--- src/hdl/tsra_pkg.sv ---
`timescale 1ns / 1ps
package tsra_pkg;

    localparam int SLOT_W = 6;
    localparam int LIVE_W = 7;

    typedef enum logic [1:0] {
        OP_SPAWN = 2'd0,
        OP_FREE  = 2'd1,
        OP_YIELD = 2'd2,
        OP_EXIT  = 2'd3
    } t_op;

    typedef enum logic [1:0] {
        ST_OK       = 2'd0,
        ST_FULL     = 2'd1,
        ST_NOT_LIVE = 2'd2
    } t_status;

    typedef struct packed {
        t_op               op;
        logic [SLOT_W-1:0] slot;
    } t_cmd;

    typedef struct packed {
        t_status           status;
        logic [SLOT_W-1:0] slot_out;
        logic [SLOT_W-1:0] current;
        logic              ring_empty;
        logic [LIVE_W-1:0] live_count;
    } t_result;

endpackage

--- src/hdl/tsra_ram.sv ---
`timescale 1ns / 1ps
module tsra_ram #(
    parameter int WIDTH = 8,
    parameter int DEPTH = 64
) (
    input  logic                     i_clk,
    input  logic                     i_we,
    input  logic [$clog2(DEPTH)-1:0] i_waddr,
    input  logic [WIDTH-1:0]         i_wdata,
    input  logic [$clog2(DEPTH)-1:0] i_raddr,
    output logic [WIDTH-1:0]         o_rdata
);

    logic [WIDTH-1:0] r_mem [DEPTH];
    logic [WIDTH-1:0] r_rdata;

    always_ff @(posedge i_clk) begin
        if (i_we) begin
            r_mem[i_waddr] <= i_wdata;
        end
        r_rdata <= r_mem[i_raddr];
    end

    assign o_rdata = r_rdata;

endmodule

--- src/hdl/tsra_fifo.sv ---
`timescale 1ns / 1ps
module tsra_fifo #(
    parameter int WIDTH = 8
) (
    input  logic             i_clk,
    input  logic             i_rst_n,
    input  logic             i_push,
    input  logic [WIDTH-1:0] i_data,
    output logic             o_full,
    input  logic             i_pop,
    output logic [WIDTH-1:0] o_data,
    output logic             o_empty
);

    logic [WIDTH-1:0] r_mem [2];
    logic             r_wp;
    logic             r_rp;
    logic [1:0]       r_cnt;
    logic             do_push;
    logic             do_pop;

    assign o_full  = (r_cnt == 2'd2);
    assign o_empty = (r_cnt == 2'd0);
    assign do_push = i_push && !o_full;
    assign do_pop  = i_pop && !o_empty;
    assign o_data  = r_mem[r_rp];

    always_ff @(posedge i_clk) begin
        if (do_push) begin
            r_mem[r_wp] <= i_data;
        end
    end

    always_ff @(posedge i_clk) begin
        if (!i_rst_n) begin
            r_wp  <= 1'b0;
            r_rp  <= 1'b0;
            r_cnt <= 2'd0;
        end else begin
            if (do_push) begin
                r_wp <= ~r_wp;
            end
            if (do_pop) begin
                r_rp <= ~r_rp;
            end
            if (do_push && !do_pop) begin
                r_cnt <= r_cnt + 2'd1;
            end else if (do_pop && !do_push) begin
                r_cnt <= r_cnt - 2'd1;
            end
        end
    end

endmodule

--- src/hdl/tsra_engine.sv ---
`timescale 1ns / 1ps
module tsra_engine #(
    parameter int SLOTS = 64
) (
    input  logic              i_clk,
    input  logic              i_rst_n,
    input  logic              i_cmd_valid,
    input  tsra_pkg::t_cmd    i_cmd,
    output logic              o_cmd_pop,
    input  logic              i_res_full,
    output logic              o_res_push,
    output tsra_pkg::t_result o_res
);
    import tsra_pkg::*;

    localparam int SW = $clog2(SLOTS);
    localparam int CW = $clog2(SLOTS + 1);
    localparam int XW = CW + 1;
    localparam logic [XW-1:0] SLOTS_X = XW'(SLOTS);

    typedef enum logic [7:0] {
        S_CLR  = 8'b0000_0001,
        S_IDLE = 8'b0000_0010,
        S_DEC  = 8'b0000_0100,
        S_SP2  = 8'b0000_1000,
        S_F1   = 8'b0001_0000,
        S_F2   = 8'b0010_0000,
        S_F3   = 8'b0100_0000,
        S_DONE = 8'b1000_0000
    } t_state;

    t_state r_state, n_state;
    logic [SW:0]   r_cnt, n_cnt;
    t_op           r_op, n_op;
    logic [SW-1:0] r_s, n_s;
    logic          r_rng, n_rng;
    logic [SW-1:0] r_head, n_head;
    logic          r_head_v, n_head_v;
    logic [SW-1:0] r_fhead, n_fhead;
    logic          r_fvalid, n_fvalid;
    logic [CW-1:0] r_live, n_live;
    t_status       r_status, n_status;
    logic          r_spawned, n_spawned;
    logic [SW-1:0] r_e, n_e;
    logic [SW-1:0] r_p, n_p;
    logic [SW-1:0] r_q, n_q;
    logic [SW-1:0] r_nx, n_nx;
    logic [CW-1:0] r_sz, n_sz;
    logic [CW-1:0] r_sp, n_sp;
    logic          r_shave, n_shave;
    logic          r_alone, n_alone;
    logic          r_merged, n_merged;
    logic          r_hv_old, n_hv_old;

    logic          rn_we, rp_we, fn_we, fp_we, rs_we, rb_we, lf_we;
    logic [SW-1:0] rn_wa, rp_wa, fn_wa, fp_wa, rs_wa, rb_wa, lf_wa;
    logic [SW-1:0] rn_wd, rp_wd, fn_wd, fp_wd;
    logic [CW-1:0] rs_wd, rb_wd;
    logic          lf_wd;
    logic [SW-1:0] rn_ra, rp_ra, fn_ra, fp_ra, rs_ra, rb_ra, lf_ra;
    logic [SW-1:0] rn_q, rp_q, fn_q, fp_q;
    logic [CW-1:0] rs_q, rb_q;
    logic          lf_q;

    logic [SW-1:0] c_s;
    logic          c_rng;
    logic [XW-1:0] s_next_x, dfs_x, sp2_fs_x, sp2_nb, f1_nb, f1_pb_x, f2_pb_x, f2_nb;
    logic [SW-1:0] s_succ, d_fs, sp2_fs;
    logic          d_shave, d_alone, ok;
    logic          f1_merged, f1_alone, f2_left;
    logic [CW-1:0] f1_size, f2_sum;
    logic [SW-1:0] cur;

    assign c_s   = SW'(i_cmd.slot);
    assign c_rng = ({26'd0, i_cmd.slot} < 32'(SLOTS));
    assign ok    = r_rng && lf_q;

    assign s_next_x = XW'(r_s) + XW'(1);
    assign s_succ   = s_next_x[SW-1:0];
    assign dfs_x    = XW'(r_fhead) + XW'(1);
    assign d_fs     = dfs_x[SW-1:0];
    assign d_shave  = (rs_q > CW'(1)) && (dfs_x < SLOTS_X);
    assign d_alone  = (fn_q == r_fhead);
    assign sp2_fs_x = XW'(r_e) + XW'(1);
    assign sp2_fs   = sp2_fs_x[SW-1:0];
    assign sp2_nb   = XW'(r_e) + XW'(r_sz);

    assign f1_merged = (s_next_x < SLOTS_X) && (rs_q != '0);
    assign f1_alone  = (fn_q == s_succ);
    assign f1_size   = rs_q + CW'(1);
    assign f1_nb     = s_next_x + XW'(rs_q);
    assign f1_pb_x   = XW'(r_s) - XW'(rb_q);

    assign f2_left = (r_sp != '0) && (XW'(r_sp) <= XW'(r_s)) && (rs_q != '0);
    assign f2_pb_x = XW'(r_s) - XW'(r_sp);
    assign f2_sum  = rs_q + r_sz;
    assign f2_nb   = XW'(r_s) + XW'(r_sz);

    always_comb begin
        n_state = r_state;  n_cnt = r_cnt;  n_op = r_op;  n_s = r_s;  n_rng = r_rng;
        n_head = r_head;  n_head_v = r_head_v;  n_fhead = r_fhead;  n_fvalid = r_fvalid;
        n_live = r_live;  n_status = r_status;  n_spawned = r_spawned;
        n_e = r_e;  n_p = r_p;  n_q = r_q;  n_nx = r_nx;  n_sz = r_sz;  n_sp = r_sp;
        n_shave = r_shave;  n_alone = r_alone;  n_merged = r_merged;  n_hv_old = r_hv_old;
        rn_we = 1'b0;  rn_wa = '0;  rn_wd = '0;
        rp_we = 1'b0;  rp_wa = '0;  rp_wd = '0;
        fn_we = 1'b0;  fn_wa = '0;  fn_wd = '0;
        fp_we = 1'b0;  fp_wa = '0;  fp_wd = '0;
        rs_we = 1'b0;  rs_wa = '0;  rs_wd = '0;
        rb_we = 1'b0;  rb_wa = '0;  rb_wd = '0;
        lf_we = 1'b0;  lf_wa = '0;  lf_wd = 1'b0;
        rn_ra = r_head;  rp_ra = r_s;  lf_ra = r_s;  rb_ra = r_s;
        rs_ra = r_fhead;  fn_ra = r_fhead;  fp_ra = r_fhead;
        o_cmd_pop  = 1'b0;
        o_res_push = 1'b0;

        unique case (r_state)
            S_CLR: begin
                rs_we = 1'b1;  rs_wa = r_cnt[SW-1:0];
                rs_wd = (r_cnt == '0) ? CW'(SLOTS) : '0;
                rb_we = 1'b1;  rb_wa = r_cnt[SW-1:0];
                fn_we = 1'b1;  fn_wa = r_cnt[SW-1:0];
                fp_we = 1'b1;  fp_wa = r_cnt[SW-1:0];
                lf_we = 1'b1;  lf_wa = r_cnt[SW-1:0];
                n_cnt = r_cnt + (SW+1)'(1);
                if (r_cnt == (SW+1)'(SLOTS - 1)) begin
                    n_state = S_IDLE;
                end
            end
            S_IDLE: begin
                n_status  = ST_OK;
                n_spawned = 1'b0;
                rp_ra = c_s;
                lf_ra = c_s;
                rn_ra = (i_cmd.op == OP_FREE || i_cmd.op == OP_YIELD) ? c_s : r_head;
                if (i_cmd_valid && !i_res_full) begin
                    o_cmd_pop = 1'b1;
                    n_op  = i_cmd.op;
                    n_s   = c_s;
                    n_rng = c_rng;
                    n_state = S_DEC;
                end
            end
            S_DEC: begin
                n_state = S_DONE;
                unique case (r_op)
                    OP_SPAWN: begin
                        if (!r_fvalid) begin
                            n_status = ST_FULL;
                        end else begin
                            n_e = r_fhead;  n_sz = rs_q;  n_p = fp_q;  n_q = fn_q;
                            n_shave = d_shave;  n_alone = d_alone;
                            n_nx = rn_q;  n_hv_old = r_head_v;
                            if (d_shave) begin
                                // shave the head run: its remainder starts one slot up
                                n_fhead = d_fs;
                                rs_we = 1'b1;  rs_wa = d_fs;  rs_wd = rs_q - CW'(1);
                                rb_we = 1'b1;  rb_wa = d_fs;  rb_wd = CW'(1);
                                fn_we = 1'b1;  fn_wa = d_fs;  fn_wd = d_alone ? d_fs : fn_q;
                                fp_we = 1'b1;  fp_wa = d_fs;  fp_wd = d_alone ? d_fs : fp_q;
                            end else begin
                                rs_we = 1'b1;  rs_wa = r_fhead;
                                if (d_alone) begin
                                    n_fvalid = 1'b0;
                                end else begin
                                    n_fhead = fn_q;
                                    fn_we = 1'b1;  fn_wa = fp_q;  fn_wd = fn_q;
                                    fp_we = 1'b1;  fp_wa = fn_q;  fp_wd = fp_q;
                                end
                            end
                            rn_we = 1'b1;  rn_wa = r_fhead;  rn_wd = r_head_v ? rn_q : r_fhead;
                            rp_we = 1'b1;  rp_wa = r_fhead;  rp_wd = r_head_v ? r_head : r_fhead;
                            lf_we = 1'b1;  lf_wa = r_fhead;  lf_wd = 1'b1;
                            if (!r_head_v) begin
                                n_head   = r_fhead;
                                n_head_v = 1'b1;
                            end
                            n_live    = r_live + CW'(1);
                            n_spawned = 1'b1;
                            n_state   = S_SP2;
                        end
                    end
                    OP_FREE: begin
                        if (!ok) begin
                            n_status = ST_NOT_LIVE;
                        end else begin
                            if (rn_q == r_s) begin
                                n_head_v = 1'b0;
                            end else begin
                                rp_we = 1'b1;  rp_wa = rn_q;  rp_wd = rp_q;
                                rn_we = 1'b1;  rn_wa = rp_q;  rn_wd = rn_q;
                                if (r_head == r_s) begin
                                    n_head = rn_q;
                                end
                            end
                            lf_we = 1'b1;  lf_wa = r_s;
                            n_live = r_live - CW'(1);
                            rs_ra = s_succ;  fn_ra = s_succ;  fp_ra = s_succ;
                            n_state = S_F1;
                        end
                    end
                    OP_YIELD: begin
                        if (!ok) begin
                            n_status = ST_NOT_LIVE;
                        end else if (rn_q != r_s) begin
                            n_head = rn_q;
                        end
                    end
                    OP_EXIT: begin
                        if (!r_head_v) begin
                            n_status = ST_NOT_LIVE;
                        end else begin
                            n_head = rn_q;
                        end
                    end
                    default: n_state = S_DONE;
                endcase
            end
            S_SP2: begin
                if (r_shave) begin
                    rs_we = 1'b1;  rs_wa = r_e;
                    if (sp2_nb < SLOTS_X) begin
                        rb_we = 1'b1;  rb_wa = sp2_nb[SW-1:0];  rb_wd = r_sz - CW'(1);
                    end
                    if (!r_alone) begin
                        fn_we = 1'b1;  fn_wa = r_p;  fn_wd = sp2_fs;
                        fp_we = 1'b1;  fp_wa = r_q;  fp_wd = sp2_fs;
                    end
                end
                if (r_hv_old) begin
                    rn_we = 1'b1;  rn_wa = r_head;  rn_wd = r_e;
                    rp_we = 1'b1;  rp_wa = r_nx;    rp_wd = r_e;
                end
                n_state = S_DONE;
            end
            S_F1: begin
                n_merged = f1_merged;
                n_sz     = f1_merged ? f1_size : CW'(1);
                n_sp     = rb_q;
                n_alone  = f1_alone;
                n_p      = f1_alone ? r_s : fp_q;
                n_q      = f1_alone ? r_s : fn_q;
                if (f1_merged) begin
                    // absorb the run on the right into the released slot
                    rs_we = 1'b1;  rs_wa = s_succ;
                    if (f1_nb < SLOTS_X) begin
                        rb_we = 1'b1;  rb_wa = f1_nb[SW-1:0];  rb_wd = f1_size;
                    end
                    fn_we = 1'b1;  fp_we = 1'b1;
                    if (f1_alone) begin
                        fn_wa = r_s;   fn_wd = r_s;
                        fp_wa = r_s;   fp_wd = r_s;
                    end else begin
                        fn_wa = fp_q;  fn_wd = r_s;
                        fp_wa = fn_q;  fp_wd = r_s;
                    end
                    if (r_fhead == s_succ) begin
                        n_fhead = r_s;
                    end
                end
                rs_ra = f1_pb_x[SW-1:0];
                fp_ra = r_fhead;
                n_state = S_F2;
            end
            S_F2: begin
                n_state = S_DONE;
                if (f2_left) begin
                    rs_we = 1'b1;  rs_wa = f2_pb_x[SW-1:0];  rs_wd = f2_sum;
                    if (f2_nb < SLOTS_X) begin
                        rb_we = 1'b1;  rb_wa = f2_nb[SW-1:0];  rb_wd = f2_sum;
                    end
                    if (r_merged) begin
                        // drop the released slot from the free list again
                        fn_we = 1'b1;  fn_wa = r_p;  fn_wd = r_q;
                        fp_we = 1'b1;  fp_wa = r_q;  fp_wd = r_p;
                        if (r_fhead == r_s) begin
                            n_fhead = r_q;
                        end
                    end
                end else if (r_merged) begin
                    rs_we = 1'b1;  rs_wa = r_s;  rs_wd = r_sz;
                    if (!r_alone) begin
                        fn_we = 1'b1;  fn_wa = r_s;  fn_wd = r_q;
                        fp_we = 1'b1;  fp_wa = r_s;  fp_wd = r_p;
                    end
                end else begin
                    rs_we = 1'b1;  rs_wa = r_s;  rs_wd = CW'(1);
                    if (!r_fvalid) begin
                        n_fhead  = r_s;
                        n_fvalid = 1'b1;
                        fn_we = 1'b1;  fn_wa = r_s;  fn_wd = r_s;
                        fp_we = 1'b1;  fp_wa = r_s;  fp_wd = r_s;
                    end else begin
                        // append at the tail of the free list
                        fp_we = 1'b1;  fp_wa = r_s;  fp_wd = fp_q;
                        fn_we = 1'b1;  fn_wa = r_s;  fn_wd = r_fhead;
                        n_p = fp_q;
                        n_state = S_F3;
                    end
                end
            end
            S_F3: begin
                fn_we = 1'b1;  fn_wa = r_p;      fn_wd = r_s;
                fp_we = 1'b1;  fp_wa = r_fhead;  fp_wd = r_s;
                n_state = S_DONE;
            end
            S_DONE: begin
                o_res_push = 1'b1;
                n_state = S_IDLE;
            end
            default: n_state = S_IDLE;
        endcase
    end

    always_ff @(posedge i_clk) begin
        if (!i_rst_n) begin
            r_state   <= S_CLR;
            r_cnt     <= '0;
            r_head    <= '0;
            r_head_v  <= 1'b0;
            r_fhead   <= '0;
            r_fvalid  <= 1'b1;
            r_live    <= '0;
            r_status  <= ST_OK;
            r_spawned <= 1'b0;
        end else begin
            r_state   <= n_state;
            r_cnt     <= n_cnt;
            r_head    <= n_head;
            r_head_v  <= n_head_v;
            r_fhead   <= n_fhead;
            r_fvalid  <= n_fvalid;
            r_live    <= n_live;
            r_status  <= n_status;
            r_spawned <= n_spawned;
        end
    end

    always_ff @(posedge i_clk) begin
        r_op     <= n_op;
        r_s      <= n_s;
        r_rng    <= n_rng;
        r_e      <= n_e;
        r_p      <= n_p;
        r_q      <= n_q;
        r_nx     <= n_nx;
        r_sz     <= n_sz;
        r_sp     <= n_sp;
        r_shave  <= n_shave;
        r_alone  <= n_alone;
        r_merged <= n_merged;
        r_hv_old <= n_hv_old;
    end

    tsra_ram #(.WIDTH(SW), .DEPTH(SLOTS)) u_ring_next (
        .i_clk(i_clk), .i_we(rn_we), .i_waddr(rn_wa), .i_wdata(rn_wd),
        .i_raddr(rn_ra), .o_rdata(rn_q));
    tsra_ram #(.WIDTH(SW), .DEPTH(SLOTS)) u_ring_prev (
        .i_clk(i_clk), .i_we(rp_we), .i_waddr(rp_wa), .i_wdata(rp_wd),
        .i_raddr(rp_ra), .o_rdata(rp_q));
    tsra_ram #(.WIDTH(SW), .DEPTH(SLOTS)) u_free_next (
        .i_clk(i_clk), .i_we(fn_we), .i_waddr(fn_wa), .i_wdata(fn_wd),
        .i_raddr(fn_ra), .o_rdata(fn_q));
    tsra_ram #(.WIDTH(SW), .DEPTH(SLOTS)) u_free_prev (
        .i_clk(i_clk), .i_we(fp_we), .i_waddr(fp_wa), .i_wdata(fp_wd),
        .i_raddr(fp_ra), .o_rdata(fp_q));
    tsra_ram #(.WIDTH(CW), .DEPTH(SLOTS)) u_run_size (
        .i_clk(i_clk), .i_we(rs_we), .i_waddr(rs_wa), .i_wdata(rs_wd),
        .i_raddr(rs_ra), .o_rdata(rs_q));
    tsra_ram #(.WIDTH(CW), .DEPTH(SLOTS)) u_run_before (
        .i_clk(i_clk), .i_we(rb_we), .i_waddr(rb_wa), .i_wdata(rb_wd),
        .i_raddr(rb_ra), .o_rdata(rb_q));
    tsra_ram #(.WIDTH(1), .DEPTH(SLOTS)) u_live_flag (
        .i_clk(i_clk), .i_we(lf_we), .i_waddr(lf_wa), .i_wdata(lf_wd),
        .i_raddr(lf_ra), .o_rdata(lf_q));

    assign cur = r_head_v ? r_head : '0;
    assign o_res.status     = r_status;
    assign o_res.slot_out   = SLOT_W'(r_spawned ? r_e : cur);
    assign o_res.current    = SLOT_W'(cur);
    assign o_res.ring_empty = !r_head_v;
    assign o_res.live_count = LIVE_W'(r_live);

endmodule

--- src/hdl/task_slot_ring_allocator.sv ---
`timescale 1ns / 1ps
// Task slot ring allocator.
// Commands enter through a queue port: drive i_op/i_slot_in with push; a
// transaction is taken when push is high and full is low. Results leave
// through a queue port: while empty is low the oldest result sits on the
// o_* ports and is taken when pop is high.
// A two-entry command queue feeds a sequencer that works over the slot
// tables (one RAM per table, one read and one write each per cycle); a
// two-entry result queue decouples the receiver.
// After a command is taken the sequencer decodes it; yield, exit and
// rejected commands then go straight to done, spawn passes through SP2,
// and free through F1, F2 and, for a tail insert, F3. The table sequencer
// handles one command at a time and takes no new one until the result of
// the last has been pushed.
// After reset the sequencer sweeps the tables before the first command
// is executed; commands may still be queued meanwhile.
// When the receiver stalls, results wait in the result queue; once it is
// full the sequencer holds and the command queue fills, raising full.
module task_slot_ring_allocator #(
    parameter int SLOTS = 64
) (
    input  logic                          i_clk,
    input  logic                          i_rst_n,
    input  logic                          push,
    output logic                          full,
    input  logic [1:0]                    i_op,
    input  logic [tsra_pkg::SLOT_W-1:0]   i_slot_in,
    output logic                          empty,
    input  logic                          pop,
    output logic [1:0]                    o_status,
    output logic [tsra_pkg::SLOT_W-1:0]   o_slot_out,
    output logic [tsra_pkg::SLOT_W-1:0]   o_current,
    output logic                          o_ring_empty,
    output logic [tsra_pkg::LIVE_W-1:0]   o_live_count
);
    import tsra_pkg::*;

    t_cmd    in_cmd, cmd;
    t_result res, out_res;
    logic    cmd_empty, cmd_pop, res_full, res_push;

    assign in_cmd.op   = t_op'(i_op);
    assign in_cmd.slot = i_slot_in;

    tsra_fifo #(.WIDTH($bits(t_cmd))) u_cmd_q (
        .i_clk(i_clk), .i_rst_n(i_rst_n),
        .i_push(push), .i_data(in_cmd), .o_full(full),
        .i_pop(cmd_pop), .o_data(cmd), .o_empty(cmd_empty));

    tsra_engine #(.SLOTS(SLOTS)) u_engine (
        .i_clk(i_clk), .i_rst_n(i_rst_n),
        .i_cmd_valid(!cmd_empty), .i_cmd(cmd), .o_cmd_pop(cmd_pop),
        .i_res_full(res_full), .o_res_push(res_push), .o_res(res));

    tsra_fifo #(.WIDTH($bits(t_result))) u_res_q (
        .i_clk(i_clk), .i_rst_n(i_rst_n),
        .i_push(res_push), .i_data(res), .o_full(res_full),
        .i_pop(pop), .o_data(out_res), .o_empty(empty));

    assign o_status     = out_res.status;
    assign o_slot_out   = out_res.slot_out;
    assign o_current    = out_res.current;
    assign o_ring_empty = out_res.ring_empty;
    assign o_live_count = out_res.live_count;

endmodule

--- config.mk ---
export PLATFORM = sky130hd
export DESIGN_NAME = task_slot_ring_allocator
export DESIGN_NICKNAME = d
export VERILOG_FILES = /design/src/hdl/tsra_pkg.sv /design/src/hdl/tsra_ram.sv /design/src/hdl/tsra_fifo.sv /design/src/hdl/tsra_engine.sv /design/src/hdl/task_slot_ring_allocator.sv
export SDC_FILE = /design/constraint.sdc
export NUM_CORES = 2
export LEC_CHECK = 0
export BUFFER_PORTS_ARGS = -buffer_cell sky130_fd_sc_hd__buf_2
export CAP_MARGIN = 30
export CORE_UTILIZATION = 30
export DETAILED_ROUTE_END_ITERATION = 6
export HOLD_SLACK_MARGIN = 0.02
export PLACE_DENSITY_LB_ADDON = 0.2
export SETUP_SLACK_MARGIN = 0.1
export SLEW_MARGIN = 15
export SYNTH_ARGS = -nofsm -noshare
export SYNTH_HDL_FRONTEND = slang
export SYNTH_SLANG_ARGS = --single-unit
--- constraint.sdc ---
create_clock -name i_clk -period 8.1 [get_ports i_clk]
set_clock_uncertainty 0.2 [all_clocks]
set_input_delay 0.81 -clock i_clk [delete_from_list [all_inputs] [get_ports i_clk]]
set_output_delay 0.81 -clock i_clk [all_outputs]
set_load 0.05 [all_outputs]
---- Word level (Yosys, flattened, before mapping) ----
Memories as Yosys holds them, arrays and structs flattened. A register that Yosys moved wholly into a read port is not among the register bits.
Cells that the tools add are included.
word-level totals
  flip-flop bits (word level) ............. 97
  memory bits (writable) .................. 2556
  input bits .............................. 12
  output and inout port bits .............. 24
  memories ................................ 9
operators by class
  $add $sub $neg .......................... 19
  $lt $le $gt $ge ......................... 7
  eq/ne operators ......................... 46
  mux-type cells .......................... 229
  bitwise logic cells ..................... 4
  reductions and logical operators ........ 52
memory list
  memory                       words  width  read ports  clocked after Yosys merged registers in  write ports  RTL line        text
  u_engine.u_run_before.r_mem  64     7      1           1                                        1            tsra_ram.sv:14  logic [WIDTH-1:0] r_mem [DEPTH];
  u_engine.u_run_size.r_mem    64     7      1           1                                        1            tsra_ram.sv:14
  u_engine.u_free_next.r_mem   64     6      1           1                                        1            tsra_ram.sv:14
  u_engine.u_free_prev.r_mem   64     6      1           1                                        1            tsra_ram.sv:14
  u_engine.u_ring_next.r_mem   64     6      1           1                                        1            tsra_ram.sv:14
  u_engine.u_ring_prev.r_mem   64     6      1           1                                        1            tsra_ram.sv:14
  +3 memories                  --     --     --          --                                       --           --
operators by type and width
  kind                                                        count
  2-to-1 mux 6 bit                                            98
  one-hot mux 6 bit (2 select lines)                          12
  2-to-1 mux 7 bit                                            19
  one-hot mux 6 bit (5 select lines)                          4
  one-hot mux 6 bit (6 select lines)                          2
  2-to-1 mux 1 bit                                            58
  2-to-1 mux 8 bit                                            7
  one-hot mux 8 bit (6 select lines)                          1
  less-than comparator 8 x 7 -> 1 bit, second input constant  5
  equality test 6 bit                                         6
  one-hot mux 6 bit (3 select lines)                          2
  one-hot mux 7 bit (2 select lines)                          2
  one-hot mux 7 bit (4 select lines)                          1
  != test 2 x 1 -> 1 bit, second input constant               12
  one-hot mux 6 bit (4 select lines)                          1
  adder 7 x 1 -> 7 bit, second input constant                 3
  one-hot mux 7 bit (3 select lines)                          1
  subtractor 7 x 1 -> 7 bit, second input constant            3
  adder 6 x 7 -> 8 bit                                        2
  one-hot mux 1 bit (2 select lines)                          8
  one-hot mux 8 bit (2 select lines)                          1
  AND reduction 4 bit                                         4
  != test 3 bit, second input constant                        5
  adder 6 x 1 -> 7 bit, second input constant                 2
  42 further kinds                                            98

---- Longest topological paths before layout ----
  word-level depth ........................ 9
  gate-level depth with buffers ........... 16
  depth with buffers taken out ............ 13

---- Hierarchy ----
A second synthesis with hierarchy kept.
second synthesis, totals
  cells, all modules ...................... 6127
  area, all modules ....................... 111061.5 um^2
modules (own cells, without submodules)
  module                                 instances  cells each  area an instance (um^2)  seq. area each (um^2)
  tsra_ram at u_engine.u_run_before ...  2          827         17635.7                  13593.0
  tsra_ram at u_engine.u_free_next ...   2          729         15205.8                  11651.2
  tsra_ram at u_engine.u_ring_next       1          725         15243.4                  11651.2
  tsra_ram at u_engine.u_ring_prev       1          720         15225.9                  11651.2
  tsra_engine                            1          1220        9352.7                   2282.2
  tsra_ram at u_engine.u_live_flag       1          205         2936.6                   1941.9
  tsra_fifo at u_res_q                   1          93          1813.0                   1421.4
  tsra_fifo at u_cmd_q                   1          51          803.3                    580.6
  task_slot_ring_allocator               1          1           3.8                      0.0

---- Least setup slack after synthesis ----
OpenSTA, ideal clock, no wires.
  path kind ............................... reg2reg
  start point ............................. reg u_engine.r_s[1]
  end point ............................... mem u_engine.u_run_before.r_mem[0][2] (netlist name) (data pin)
  arrival time ............................ 5.399 ns
  data required time ...................... 7.198 ns
  slack ................................... 1.800 ns
  cell stages (with the launch flop) ...... 13
  period minus slack after synthesis ...... 6.300 ns
  cells stage by stage .................... edfxtp_1 > clkbuf_1 > inv_1 > nor3_2 > xnor2_1 > inv_1 > ha_1 > nand2_1 > or4_1 > nor4b_1 > a21oi_1 > nand2b_1 > o21ai_0
on the way
  longest elaborated chain between the ends .. 6
  elaborated cells between the ends (all ways) .. 15
  those cells by class .................... add/sub (3); order compare (4); mux (5); reduce/logical (3)
ends and longest elaborated chain
  item                                  RTL line            text
  from (decl)                           tsra_engine.sv:35   logic [SW-1:0] r_s, n_s;
  from (signal assigned)                tsra_engine.sv:341  r_s <= n_s;
  adder 6 x 1 -> 7 bit                  tsra_engine.sv:78   assign s_next_x = XW'(r_s) + XW'(1);
  adder 8 x 7 -> 8 bit                  tsra_engine.sv:91   assign f1_nb = s_next_x + XW'(rs_q);
  less-than comparator 8 x 7 -> 1 bit   tsra_engine.sv:246  if (f1_nb < SLOTS_X) begin
  2-to-1 mux 7 bit                      tsra_engine.sv:246
  2-to-1 mux 7 bit                      tsra_engine.sv:243  if (f1_merged) begin
  one-hot mux 7 bit (4 select lines) *  tsra_engine.sv:117  unique case (r_state)
  named net u_engine.rb_wd[2]           tsra_engine.sv:58   logic [CW-1:0] rs_wd, rb_wd;
  to (decl)                             tsra_ram.sv:14
Mark *: on every way through the listed nets, which the timed path passes. The rest lies on a longest branch.

---- Final worst setup path ----
  start point ............................. reg u_engine.r_s[0]
  end point ............................... mem u_engine.u_run_before.r_mem[24][1] (netlist name) (enable)
on the way
  longest elaborated chain between the ends .. 8
  elaborated cells between the ends (all ways) .. 22
  those cells by class .................... add/sub (3); order compare (4); mux (12); reduce/logical (3)
ends and longest elaborated chain
  item                                    RTL line            text
  adder 6 x 1 -> 7 bit                    tsra_engine.sv:78
  adder 8 x 7 -> 8 bit                    tsra_engine.sv:91
  less-than comparator 8 x 7 -> 1 bit     tsra_engine.sv:246
  2-to-1 mux 1 bit                        tsra_engine.sv:246
  2-to-1 mux 1 bit                        tsra_engine.sv:243
  one-hot mux 1 bit (5 select lines)      tsra_engine.sv:117
  2-to-1 mux 1 bit                        tsra_ram.sv:18      if (i_we) begin
  2-to-1 mux 1 bit (not written as such)  tsra_ram.sv:19      r_mem[i_waddr] <= i_wdata;
Several ways; a longest one is shown, not always the timed one.

==> flow_results.org <==
** Power and ir drop
- Clock power frac :: approximately 47%
- Pwr per Cell Area :: between 200 and 250 nW/um^2
- Internal Pwr Total :: 0.0232 W
- Share of total power in sequential cells :: between 50% and 60%
- The analysis attributes to net switching a power of between 0.006 and 0.007 W.
- Total chip power :: slightly below 0.03 W
- In this run, the combinational gates consume approximately 1.5% of the power.
- In this run switching power makes up just over 20% of total power.
- The worst-case IR drop observed on VDD is approximately 0.15 mV.
- The analysis attributes to cell leakage a power of 40.3 nW.

** Setup path
- Counting cells, the worst reg-to-reg path comes to 13.
- Maximum fanout count along the critical path :: 31
- Worst Path Arrival :: 6.96 ns
- Crit start category :: flip-flop
- Class of the most critical setup path :: flip-flop to flip-flop
- Required time at the worst-slack endpoint :: roughly 8.4 ns
- Critical Path Sink Type :: flip-flop

** Drt
- 1st-iter DRT viols :: approximately 6700
- Summing over every cut layer, the via total after detailed routing is around 66000.
- Residual DRC :: 0
- Wire length the detailed router placed on met1 :: around 150000 um
- The count of nets left with antenna violations once routing finished came out at 0.
- Detail-routed net length per standard cell :: between 20 and 30 um
- Uppermost layer routed :: met5
- Post-Route WL :: 325000 um
- In the routed layout, each cell is associated on average with a via count of 5.13.
- TritonRoute pass-1 iters :: 6
- Metal2 WL :: between 150000 and 200000 um
- After detailed routing, the met3 layer carries ~19000 um of wire.

** CTS
- The number of hold buffers added after CTS was 5.
- Post-CTS repair changed the size of 0 cells.
- Clock transition at the register clock pins on the worst setup and hold paths after CTS :: 0.06 ns
- Deepest clock path buffer count :: 4
- Post-CTS Setup Inserts :: 0
- Clock root buffer :: clkbuf_16
- CTS built an H-tree with a depth of 5.
- The tree built by TritonCTS fans out to roughly 2700 sinks.
- CTS tree :: yes
- Number of buffers inserted during clock tree synthesis :: 300
- The later pin in the worst-skew pair is clocked with a latency of approximately 0.9 ns.

** Synthesis
- Synthesis handed over a netlist of roughly 7500 instances.
- Number of warning messages in the yosys log :: 0
- In this run the mean area of a mapped cell was between 10 and 15 sq um.
- Net Count, Synth :: approximately 7600
- After synthesis, flip-flops and latches occupy 71.5% of the total area.
- Unique masters post-synth :: just over 100
- In this run, synthesis inferred ~2600 flip-flops with an integrated enable.
- The cell area that synthesis handed to floorplanning was ~110000 sq um.
- The synthesized design spends more area on one cell type than any other, namely edfxtp_1.
- Flops & latches, synth :: 2694
- Post-synth top area share :: 69.9%
- Among all flip-flop cells after synthesis, the most frequent one is edfxtp_1.
- After synthesis, the cell types taking the most area are edfxtp_1 (70%), mux4_2 (7.1%), nand2_1 (4.1%).
- Post-synth ARST share :: 0%

** Timing
- Timing would allow up to roughly 150 MHz.
- Unrepaired setup endpoints after global routing :: no
- Worst max-slew margin expressed relative to the limit :: between 10% and 20%
- For the finished layout, the period the worst path requires is 6.67 ns.
- The number of failing hold endpoints at the final stage came to 0.
- Setup Total Neg Slack :: 0 ns
- The count of final max-slew check failures came to 0.
- For the pin with the worst max-slew slack, the measured transition is approximately 1.2 ns.
- Setup violations remaining at the end of the flow were counted as 0.
- Of the available clock period, the critical path in the final layout requires 82.4%.

** GRT
- Wire length of the first global-routing pass :: between 400000 and 500000 um
- The via count of the first global-routing pass came to about 66000.
- Total congestion overflow :: 0
- Largest net degree at the start of global routing :: 130
- GRT Util Overall :: 17.0%
- Initial antenna violation count :: 10

** Outcome
- The flow ran to the end, and the final reports show no timing, DRC or antenna violations.

** Floorplanning
- The die covers around 380000 sq um.
- Total I/O pin count :: 36
- The floorplan has approximately 220 rows.
- Initial cell density of the core :: 30.2%
- Vertical extent of the die :: between 600 and 700 um
- The floorplan step defined a core boundary enclosing between 300000 and 400000 sq um.
- In this run the horizontal extent of the chip is just over 600 um.

** Final layout
- At the end of the flow, the number of nets in the layout was approximately 7700.
- Share of cells above drive strength 1 :: between 10% and 20%
- In the layout the commonest cells are edfxtp_1 (2606), nand2_1 (1231), nor2_1 (620).
- Layout Area Growth over Synthesis :: 15.1%
- Most common cell after layout, fill and taps aside :: edfxtp_1

** Worst hold path
- The path class of the tightest hold or removal check is input port to flip-flop.
- Cell depth of the worst min-delay path :: 2

** Placed design
- Count of buffers inserted at the top-level ports :: 35
- At the end of routability-driven placement, the weighted congestion stood at around 0.9.
- Placed wire-length estimate :: roughly 210000 um

** Run
- # Max-Cap Violations :: 0
==> flip-flops by register name, summed over array words and instances, names as in the netlist, 7 cells and up, named ones only <==
signal                         cells
u_cmd_q.r_mem                     16
u_engine.r_cnt                     7
u_engine.r_live                    7
u_engine.r_sp                      7
u_engine.r_state                   8
u_engine.r_sz                      7
u_engine.u_free_next.r_mem       384
u_engine.u_free_prev.r_mem       384
u_engine.u_live_flag.r_mem        64
u_engine.u_ring_next.r_mem       384
u_engine.u_ring_prev.r_mem       384
u_engine.u_run_before.o_rdata      7
u_engine.u_run_before.r_mem      448
u_engine.u_run_size.o_rdata        7
u_engine.u_run_size.r_mem        448
u_res_q.r_mem                     44
==> critical path, stage by stage (launching register included) <==
cell	delay (ns)
edfxtp_1	0.37
buf_4	0.50
ha_1	0.34
xor2_2	0.57
ha_1	0.38
nor2b_1	0.15
o21ai_0	0.19
and2_1	0.20
nor4b_1	0.06
a21oi_1	0.50
nor4_1	0.21
a2111oi_1	0.77
nand4_1	0.99
nor2_1	0.83
==> cells in the mapped netlist (all sizes together) (62+ instances only) <==
cell type / count
edfxtp: 2606
nor2: 622
and3: 81
a21oi: 223
clkbuf: 235
o21ai: 150
nand3: 477
mux2i: 224
mux4: 353
dfxtp: 88
o22ai: 102
inv: 64
ha: 62
buf: 184
nand2: 1235
==> layer usage <==
layer / track usage [%] / vias up
met4: 4.58 / 4
met3: 2.37 / 496
met1: 24.1 / 33998
li1: - / 29105
met5: 0 / -
met2: 27.3 / 2159
==> final timing paths <==
kind	start	to	slack (ns)
min	i_rst_n	u_res_q.r_cnt[1]	0.08
max	u_engine.r_s[0]	u_engine.u_run_before.r_mem[24][1]	1.43
min reg2reg	u_engine.u_run_before.o_rdata[6]	u_engine.r_sp[6]	0.21
max reg2reg	u_engine.r_s[0]	u_engine.u_run_before.r_mem[24][1]	1.43
==> power by group through the flow <==
stage	clock, W	sequential [W]	combinational (W)
floorplan	0	0.0155	0.000253
global placement	0	0.0155	0.000437
detailed placement	0	0.0155	0.000437
CTS	0.0139	0.0152	0.000443
global route	0.0144	0.0152	0.000471
finish	0.0136	0.0152	0.000444
==> layout make-up <==
type	count	area, sq um
multi-input cells	4346	30700
fillers	35499	241000
clock inverters	169	1840
diodes	4	10.0
inverters	67	251
flip-flops and latches	2694	80000
well taps	4950	6190
clock buffers	374	7930
repair buffers	219	1860
==> cells by family (layout without fill, tap and decap cells) <==
kind of cell | Yosys count | count (layout) | synth area share, %
AND/OR/NAND/NOR | 2713 | 2713 | 10.6
flip-flops | 2694 | 2694 | 71.5
AO/OA/AOI/OAI | 847 | 847 | 5.00
multiplexers | 611 | 611 | 9.45
buffers and inverters | 486 | 829 | 1.79
XOR/XNOR | 106 | 106 | 0.861
adder cells (fa/ha/maj) | 69 | 69 | 0.819
other | 0 | 4 | 0
==> metrics by stage <==
| stage | instances | hold WS [ns] | setup WS [ns] | area, sq um | util (%) |
|---|---|---|---|---|---|
| after floorplan | 7526 | 0.186 | 1.80 | 112000 | - |
| after global placement | 12245 | 0.194 | 1.34 | 119000 | 32.0 |
| after detailed placement | 12267 | 0.207 | 1.36 | 119000 | 32.1 |
| after CTS | 12815 | 0.0207 | 1.37 | 129000 | 34.8 |
| after global routing | 12822 | 0.0457 | 0.922 | 129000 | 34.8 |
| final | 12823 | 0.0843 | 1.43 | 129000 | 34.8 |
No activity file was read; power rests on OpenSTA's default activity.
